<file path="src/design/spq_pkg.sv">
// ============================================================================
// spq_pkg
// Shared types and codes for the sorted priority queue.
// ============================================================================
package spq_pkg;

    localparam int VALUE_BITS  = 32;
    localparam int IN_PRIO_BITS = 8;
    localparam int COUNT_BITS  = 5;

    // command codes
    localparam logic CMD_ENQ = 1'b0;
    localparam logic CMD_DEQ = 1'b1;

    typedef enum logic [1:0] {
        ST_OK    = 2'd0,
        ST_EMPTY = 2'd1,
        ST_FULL  = 2'd2
    } spq_status_t;

    // operation broadcast to every cell, already qualified
    typedef struct packed {
        logic enq;
        logic deq;
    } spq_op_t;

endpackage

</file>
<file path="src/design/spq_cell.sv">
// ============================================================================
// spq_cell
// One slot of the sorted chain: holds a value and its priority, compares
// against the incoming priority and shifts with its neighbors.
// ============================================================================
module spq_cell #(
    parameter int PRIORITY_BITS = 8
) (
    input  logic                                clk,
    input  spq_pkg::spq_op_t                    op,
    input  logic                                occupied,
    input  logic [spq_pkg::VALUE_BITS-1:0]      new_value,
    input  logic [PRIORITY_BITS-1:0]            new_prio,
    input  logic                                prev_after,
    input  logic [spq_pkg::VALUE_BITS-1:0]      prev_value,
    input  logic [PRIORITY_BITS-1:0]            prev_prio,
    input  logic [spq_pkg::VALUE_BITS-1:0]      next_value,
    input  logic [PRIORITY_BITS-1:0]            next_prio,
    output logic                                after,
    output logic [spq_pkg::VALUE_BITS-1:0]      value,
    output logic [PRIORITY_BITS-1:0]            prio
);

    logic [spq_pkg::VALUE_BITS-1:0] value_reg, value_next;
    logic [PRIORITY_BITS-1:0]       prio_reg, prio_next;

    // new entry goes behind this one (ties stay FIFO)
    assign after = occupied && (prio_reg <= new_prio);

    always_comb
    begin
        value_next = value_reg;
        prio_next  = prio_reg;
        if (op.enq && !after)
        begin
            if (prev_after)
            begin
                value_next = new_value;
                prio_next  = new_prio;
            end
            else
            begin
                value_next = prev_value;
                prio_next  = prev_prio;
            end
        end
        else if (op.deq)
        begin
            value_next = next_value;
            prio_next  = next_prio;
        end
    end

    always_ff @(posedge clk)
    begin
        value_reg <= value_next;
        prio_reg  <= prio_next;
    end

    assign value = value_reg;
    assign prio  = prio_reg;

endmodule

</file>
<file path="src/design/sorted_priority_queue.sv">
// ============================================================================
// sorted_priority_queue
// Bounded priority queue kept as a sorted chain of slot cells.
// ============================================================================
// A transaction on the input side is either an enqueue (value plus priority)
// or a dequeue; each one yields exactly one result transaction in the next
// cycle, carrying the removed value (zero unless a dequeue succeeded), a
// status and the entry count after the operation. Unless the input stalls,
// the queue takes one transaction per cycle: each cell compares its stored
// priority with the incoming one in the same cycle; an enqueue moves the
// cells behind its slot one place back, a dequeue the whole row one place
// forward, so an operation costs one compare per cell plus the neighbor
// handoff. Lower priority numbers leave first, ties in arrival order.
// The input stalls only while a result is held in the output register and
// downstream stalls. Slots have no reset; count and valid flag are cleared.
module sorted_priority_queue #(
    parameter int CAPACITY      = 16,
    parameter int PRIORITY_BITS = 8
) (
    input  logic                                  clk,
    input  logic                                  rst_n,
    input  logic                                  in_valid,
    output logic                                  in_stall,
    input  logic                                  command,
    input  logic signed [spq_pkg::VALUE_BITS-1:0] item_value,
    input  logic [spq_pkg::IN_PRIO_BITS-1:0]      item_priority,
    output logic                                  out_valid,
    input  logic                                  out_stall,
    output logic signed [spq_pkg::VALUE_BITS-1:0] out_value,
    output logic [1:0]                            status,
    output logic [spq_pkg::COUNT_BITS-1:0]        entry_count
);

    localparam int CNT_W = $clog2(CAPACITY + 1);

    // ---- state ----
    logic [CNT_W-1:0]                 count_reg, count_next;
    logic                             out_valid_reg, out_valid_next;
    logic [spq_pkg::VALUE_BITS-1:0]   out_value_reg, out_value_next;
    spq_pkg::spq_status_t             status_reg, status_next;
    logic [CNT_W-1:0]                 ecount_reg, ecount_next;

    // ---- chain wiring ----
    logic [spq_pkg::VALUE_BITS-1:0]   cell_value [CAPACITY];
    logic [PRIORITY_BITS-1:0]         cell_prio  [CAPACITY];
    logic [CAPACITY-1:0]              cell_after;
    logic [CAPACITY-1:0]              cell_occ;

    logic                             accept;
    logic                             full;
    logic                             empty;
    logic [PRIORITY_BITS-1:0]         prio_in;
    spq_pkg::spq_op_t                 op;

    // priority taken modulo 2^PRIORITY_BITS
    generate
        if (PRIORITY_BITS > spq_pkg::IN_PRIO_BITS)
        begin : g_prio_ext
            assign prio_in = {{(PRIORITY_BITS - spq_pkg::IN_PRIO_BITS){1'b0}}, item_priority};
        end
        else if (PRIORITY_BITS == spq_pkg::IN_PRIO_BITS)
        begin : g_prio_eq
            assign prio_in = item_priority;
        end
        else
        begin : g_prio_trunc
            assign prio_in = item_priority[PRIORITY_BITS-1:0];
        end
    endgenerate

    // result register frees up when it is empty or being taken
    assign in_stall = out_valid_reg && out_stall;
    assign accept   = in_valid && !in_stall;
    assign full     = (count_reg == CNT_W'(CAPACITY));
    assign empty    = (count_reg == '0);

    assign op.enq = accept && (command == spq_pkg::CMD_ENQ) && !full;
    assign op.deq = accept && (command == spq_pkg::CMD_DEQ) && !empty;

    // ---- the row of cells; slot 0 is the front ----
    genvar i;
    generate
        for (i = 0; i < CAPACITY; i++)
        begin : g_cell
            logic                           p_after;
            logic [spq_pkg::VALUE_BITS-1:0] p_value;
            logic [PRIORITY_BITS-1:0]       p_prio;
            logic [spq_pkg::VALUE_BITS-1:0] n_value;
            logic [PRIORITY_BITS-1:0]       n_prio;

            assign cell_occ[i] = (CNT_W'(i) < count_reg);

            if (i == 0)
            begin : g_first
                assign p_after = 1'b1;
                assign p_value = item_value;
                assign p_prio  = prio_in;
            end
            else
            begin : g_mid
                assign p_after = cell_after[i-1];
                assign p_value = cell_value[i-1];
                assign p_prio  = cell_prio[i-1];
            end

            if (i == CAPACITY - 1)
            begin : g_last
                assign n_value = cell_value[i];
                assign n_prio  = cell_prio[i];
            end
            else
            begin : g_inner
                assign n_value = cell_value[i+1];
                assign n_prio  = cell_prio[i+1];
            end

            spq_cell #(
                .PRIORITY_BITS (PRIORITY_BITS)
            ) u_cell (
                .clk        (clk),
                .op         (op),
                .occupied   (cell_occ[i]),
                .new_value  (item_value),
                .new_prio   (prio_in),
                .prev_after (p_after),
                .prev_value (p_value),
                .prev_prio  (p_prio),
                .next_value (n_value),
                .next_prio  (n_prio),
                .after      (cell_after[i]),
                .value      (cell_value[i]),
                .prio       (cell_prio[i])
            );
        end
    endgenerate

    // ---- count and result ----
    always_comb
    begin
        count_next     = count_reg;
        out_valid_next = out_valid_reg && out_stall;
        out_value_next = out_value_reg;
        status_next    = status_reg;
        ecount_next    = ecount_reg;
        if (accept)
        begin
            out_valid_next = 1'b1;
            out_value_next = '0;
            status_next    = spq_pkg::ST_OK;
            case (command)
                spq_pkg::CMD_ENQ:
                begin
                    if (full)
                        status_next = spq_pkg::ST_FULL;
                    else
                        count_next = count_reg + CNT_W'(1);
                end
                spq_pkg::CMD_DEQ:
                begin
                    if (empty)
                        status_next = spq_pkg::ST_EMPTY;
                    else
                    begin
                        count_next     = count_reg - CNT_W'(1);
                        out_value_next = cell_value[0];
                    end
                end
                default:
                begin
                    status_next = spq_pkg::ST_OK;
                end
            endcase
            ecount_next = count_next;
        end
    end

    always_ff @(posedge clk or negedge rst_n)
    begin
        if (!rst_n)
        begin
            count_reg     <= '0;
            out_valid_reg <= 1'b0;
        end
        else
        begin
            count_reg     <= count_next;
            out_valid_reg <= out_valid_next;
        end
    end

    always_ff @(posedge clk)
    begin
        out_value_reg <= out_value_next;
        status_reg    <= status_next;
        ecount_reg    <= ecount_next;
    end

    assign out_valid = out_valid_reg;
    assign out_value = out_value_reg;
    assign status    = status_reg;

    // count shown modulo 32
    generate
        if (CNT_W >= spq_pkg::COUNT_BITS)
        begin : g_cnt_trunc
            assign entry_count = ecount_reg[spq_pkg::COUNT_BITS-1:0];
        end
        else
        begin : g_cnt_ext
            assign entry_count = {{(spq_pkg::COUNT_BITS - CNT_W){1'b0}}, ecount_reg};
        end
    endgenerate

    // ---- assertions ----
    a_count_bound: assert property (@(posedge clk) disable iff (!rst_n)
        count_reg <= CNT_W'(CAPACITY))
        else $error("entry count exceeds capacity");

    a_full_reject: assert property (@(posedge clk) disable iff (!rst_n)
        (accept && command == spq_pkg::CMD_ENQ && full)
        |=> (out_valid && status == spq_pkg::ST_FULL && $stable(count_reg)))
        else $error("enqueue into full queue not rejected");

    a_deq_front: assert property (@(posedge clk) disable iff (!rst_n)
        (accept && command == spq_pkg::CMD_DEQ && !empty)
        |=> (out_value == $past(cell_value[0]) && status == spq_pkg::ST_OK))
        else $error("dequeue did not return front entry");

    a_result_held: assert property (@(posedge clk) disable iff (!rst_n)
        (out_valid && out_stall) |=> (out_valid && $stable(ecount_reg)))
        else $error("stalled result lost");

endmodule
</file>
<file path="config.mk">
export PLATFORM = sky130hd
export DESIGN_NAME = sorted_priority_queue
export DESIGN_NICKNAME = d
export VERILOG_FILES = /design/src/design/spq_pkg.sv /design/src/design/spq_cell.sv /design/src/design/sorted_priority_queue.sv
export SDC_FILE = /design/constraint.sdc
export NUM_CORES = 2
export LEC_CHECK = 0
export ABC_AREA = 0
export ABC_CLOCK_PERIOD_IN_PS = 5100
export BUFFER_PORTS_ARGS = -buffer_cell sky130_fd_sc_hd__buf_2
export CORE_UTILIZATION = 45
export CTS_CLUSTER_SIZE = 28
export DETAILED_ROUTE_END_ITERATION = 8
export GPL_ROUTABILITY_DRIVEN = 0
export PLACE_DENSITY = 0.72
export SLEW_MARGIN = 20
export SYNTH_ARGS = -nofsm -noshare
export SYNTH_HDL_FRONTEND = slang
export SYNTH_SLANG_ARGS = --single-unit
</file>
<file path="constraint.sdc">
create_clock -name clk -period 5.1 [get_ports clk]
set_input_delay 0.765 -clock clk [delete_from_list [all_inputs] [get_ports clk]]
set_output_delay 0.765 -clock clk [all_outputs]
set_load 0.03 [all_outputs]
</file>
# == Word level (Yosys, flattened, before mapping) ==
# Cells that the tools add are included.
# Widths: inputs -> output; s select.
# word_totals
word_cells,244
ff_bits,685
inputBits,45
# op_classes
n_bitwise,1
eq_ne,1
addsub,2
reduce_logical,74
n_mux,97
magnitude_cmp,32
# ops
operator,count
$mux 32,45
$mux 8,45
$le 8x8->1,16
$lt 4x5->1 const A,8
$logic_and 1x1->1,38
$reduce_bool 2->1,15
$lt 3x5->1 const A,4
$logic_not 1->1,19
$lt 1x5->1 const A,2
$lt 2x5->1 const A,2
$mux 5,2
$pmux 5 s2,1
$add 5x1->5 const B,1
$eq 5x5->1 const B,1
$logic_not 5->1,1
$sub 5x1->5 const B,1
$pmux 2 s2,1
$mux 1,2
$mux 2,1
$reduce_or 2->1,1
$not 1->1,1

# == Longest topological paths before layout ==
# logic_depth
depth_word,7
mapped_depth,12
depth_no_buf,8

# == Cells and area by module ==
# A second synthesis with hierarchy kept.
# hier_totals
hier_cells,2847
area_unflattened_um2,42363.1
# by_module_without_submodules
module,instances,cells_each,area_each_um2,seq_area_each_um2
spq_cell,16,167,2516.2,1201.2
sorted_priority_queue,1,175,2104.5,1321.3

# == Worst setup path before layout ==
# Ideal clock, no wire load.
# synth_path
path_type,input -> register
start,input item_priority[3] (netlist bit)
end,register g_cell[13].u_cell.prio_reg[0] (enable)
setup_ns,0.493
stages,9
required_ns,4.607
arrival_time_ns,5.303
path_buffers,2
slack_ns,-0.696
path_cell_list,clkbuf_1 -> inv_1 -> ha_1 -> and4_1 -> nor2b_1 -> a21oi_1 -> nor3_2 -> buf_2 -> o21ai_0
# synth_between
elab_chain_len,5
# synth_lines
element,line_no,rtl
"start, declared",sorted_priority_queue.sv:26,"input logic [spq_pkg::IN_PRIO_BITS-1:0] item_priority,"
$le 8x8->1,spq_cell.sv:28,assign after = occupied && (prio_reg <= new_prio);
$logic_and 1x1->1,spq_cell.sv:28,
$logic_not 1->1,spq_cell.sv:34,if (op.enq && !after)
$logic_and 1x1->1,spq_cell.sv:34,
$reduce_bool 2->1 (no line),--,
"end signal, assigned",spq_cell.sv:57,prio_reg <= prio_next;
"end, declared",spq_cell.sv:25,"logic [PRIORITY_BITS-1:0] prio_reg, prio_next;"
# No other way between the ends.
# A chain may end at the register's enable or synchronous reset.

# == Final worst setup path ==
# layout_path
start,register count_reg[1]
end,register g_cell[14].u_cell.prio_reg[7] (data pin)
# layout_between
elab_chain_len,5
elab_cells_between_ends,11
# layout_lines
element,line_no,rtl
"start, declared",sorted_priority_queue.sv:37,"logic [CNT_W-1:0] count_reg, count_next;"
"start signal, assigned",sorted_priority_queue.sv:186,count_reg <= count_next;
$lt 4x5->1 or $eq 5x5->1 (tied branches),"sorted_priority_queue.sv:91, sorted_priority_queue.sv:74",
$logic_and 1x1->1 or $logic_not 1->1 (tied branches),"spq_cell.sv:28, sorted_priority_queue.sv:77",
$logic_not 1->1 or $logic_and 1x1->1 (tied branches),"spq_cell.sv:34, sorted_priority_queue.sv:77",
$logic_and 1x1->1,spq_cell.sv:34,
$mux 8 *,spq_cell.sv:34,
net g_cell[14].u_cell.prio_next[7],spq_cell.sv:25,
"end signal, assigned",spq_cell.sv:57,
"end, declared",spq_cell.sv:25,
# The timed path passes the listed nets; every way through them passes the cells marked *.

==> out/qor.txt <==
vias in the first global route = 25.5k
CTS sink cnt = 685
commonest cells in the netlist = edfxtp_1 (679), mux2i_1 (482), nand2_1 (446)
RSZ-0062 raised after global routing = no
Hold Path Class = input pin to flop
Root Driver = clkbuf_16
Fillers = 7,213
crit path kind = flop to flop
Num CTS Buffers = 75
share of layout cells above drive strength 1 = 14.8%
Syn Nets = 3,364
Pleak = 16.3 nW
Hold Vio Cnt, Final = 0
Synth warnings = 0
Design Power = 21.2 mW
cts repair resizes = 0
count leader, synth = edfxtp_1
share of the synthesized area in the top cell type = 54.8%
Final period util = 72.5%
#FFs+latches synth = 685
drt pass-1 iters = 5
Max Transition Viols Final = 0
I/O Pins = 86
routed via count = 26.1k
final wirelength = 102,000 µm
Core ar. = 82,000 µm²
Worst-Skew Late Latency = 650 ps
Cell Pwr Density = 510 nW/µm²
Avg Inst Size Synth = 11.7 µm²
Clock Path Buffers = 3
port buffer count = 85
TNS Setup = 0 ps
H-tree depth = 3
sequential element share of the synthesized area = 55.2%
Post-synth top flop = edfxtp_1
Synth area leader = edfxtp_1
wire per inst = 23.7 µm
pre-CTS WS = 690 ps
Die X = 290 µm
Syn Inst Count = 3,187
Remaining Overflow, GRT = 0
first-pass GRT wire length = 154,000 µm
Post-synth EDFFs = 679
Finished Layout Cells = 4,323
Post-synth ARST share = 0.876%
flop2flop setup slack = 1400 ps
row count = 105
Fmax achieved = 0.270 GHz
Largest register FFs = 512
Crit Path Max Fanout = 40
Area growth, synth to finish = 11.4%
die area = 83,900 µm²
Unique masters post-synth = 61
Finish-stage setup viols = 0
initial antenna violation count = 5
GRT Util Overall = 24.2%
largest net degree at the start of global routing = 81
Layout Skew = 30.9 ps
initial core utilization = 45.4%
Remaining DRCs = 0
Least-Margin Pin Slew = 979 ps
dpl hpwl = 62,100 µm
top cells by area, synth = edfxtp_1 (55%), mux2i_1 (13%), o21ai_0 (4.6%)
Worst Setup Slack, final = 1400 ps
worst rel slew slack = 34.8%
CP startpoint kind = flop
Reg clk slew, reported paths = 60 ps
Critical Path Sink Type = flop
CTS tree = built
Worst Hold Slack = 345 ps
setup bufs post-CTS = 0
die height = 290 µm
Inst Count DP = 4,183
antenna viol nets, final = 0
CP Data Arrival Time = 4070 ps
min Tclk post-route = 3700 ps
status = finished clean
Vias/cell = 6.03
Netlist Area Pre-Place = 37,200 µm²
Required @ worst endpoint = 5470 ps
Worst VDD drop = 463 µV
NumNets Final = 3,369
max-cap violation count = 0
Initial DRC Count = 2,579
critical path, cell delays in order, from the launching register on:
cell and delay [ps]:
dfrtp_1 650, inv_1 180, ha_1 260, nand4bb_2 280, nand3_2 560, nor2_1 230
o21ai_1 160, nand2_4 700, mux2_4 360
metal layers:
metal / GRT usage, % / share of wire (%) / up-vias
met1: 34.1 / 44 / 12900
met2: 37.5 / 45 / 1151
li1: - / - / 11800
met3: 4.31 / 8.3 / 190
met4: 8.44 / 3.1 / 2
met5: 0 / 0.013 / -
per-stage QoR:
step                utilization, %  cell area, µm²
floorplan                        -           37200
global placement              47.6           39000
detailed placement            47.6           39000
CTS                           50.6           41400
global route                  50.6           41500
finish                        50.6           41500
area by class of cell:
class	count	area (µm²)	area share (%)
Clock buffer	92	1980	4.78
Sequential cell	685	20500	49.5
Clock inverter	43	442	1.07
Inverter	28	105	0.253
Multi-Input combinational cell	2235	15700	37.9
Antenna cell	3	7.51	0.0181
Timing Repair Buffer	167	1350	3.26
Tap cell	1070	1340	3.23
cells in the final DEF (no fill, tap or decap), types with 5 or more instances in the layout:
| cell | n |
|---|---|
| edfxtp_1 | 679 |
| mux2i_1 | 482 |
| nand2_1 | 433 |
| o21ai_0 | 338 |
| nor2_1 | 179 |
| a21oi_1 | 171 |
| ha_1 | 132 |
| mux2_2 | 113 |
| o21ai_1 | 92 |
| buf_2 | 85 |
| clkbuf_16 | 77 |
| buf_4 | 56 |
| a31oi_1 | 40 |
| mux2_4 | 39 |
| and3_1 | 33 |
| inv_1 | 28 |
| nand4_1 | 26 |
| buf_12 | 24 |
| nor2b_1 | 19 |
| clkinv_1 | 17 |
| o211ai_1 | 15 |
| clkbuf_1 | 15 |
| nand2_2 | 13 |
| clkinv_2 | 10 |
| o21a_1 | 9 |
| o21ai_4 | 8 |
| and2_1 | 6 |
| a21o_1 | 6 |
| a211oi_1 | 6 |
| nand2b_1 | 6 |
| bufinv_16 | 6 |
| dfrtp_1 | 6 |
| nor2_4 | 5 |
| mux2_1 | 5 |
worst paths after layout:
kind / endpoint / depth (start not counted) / from
max: g_cell[14].u_cell.prio[7]$_DFFE_PP_ / 8 / count_reg[1]$_DFFE_PN0P_
min: out_valid$_DFF_PN0_ / 2 / in_valid
max reg2reg: g_cell[14].u_cell.prio[7]$_DFFE_PP_ / 8 / count_reg[1]$_DFFE_PN0P_
min reg2reg: g_cell[14].u_cell.value[1]$_DFFE_PP_ / 1 / g_cell[15].u_cell.value[1]$_DFFE_PP_
max in group asynchronous: count_reg[4]$_DFFE_PN0P_ / 2 / rst_n
min in group asynchronous: count_reg[2]$_DFFE_PN0P_ / 2 / rst_n
cell families after synthesis:
kind of cell	share of synthesized area, %
buf+inv	3.37
fa+ha+maj	4.44
flops	55.2
mux	18.1
compound gates	10.3
xor+xnor	0.0941
simple gates	8.51
where the power goes:
group	internal, mW	switching (mW)	total (mW)
Combinational	2.88	4.50	7.38
Sequential	7.71	0.607	8.31
Clock	3.10	2.36	5.46
timing repair:
| item | in CTS | in global routing |
|---|---|---|
| hold endpoints to repair | 6 | 0 |
| hold buffers | 1 | 0 |
| setup endpoints to repair | 0 | 0 |
(Power assumes the default switching activity.)
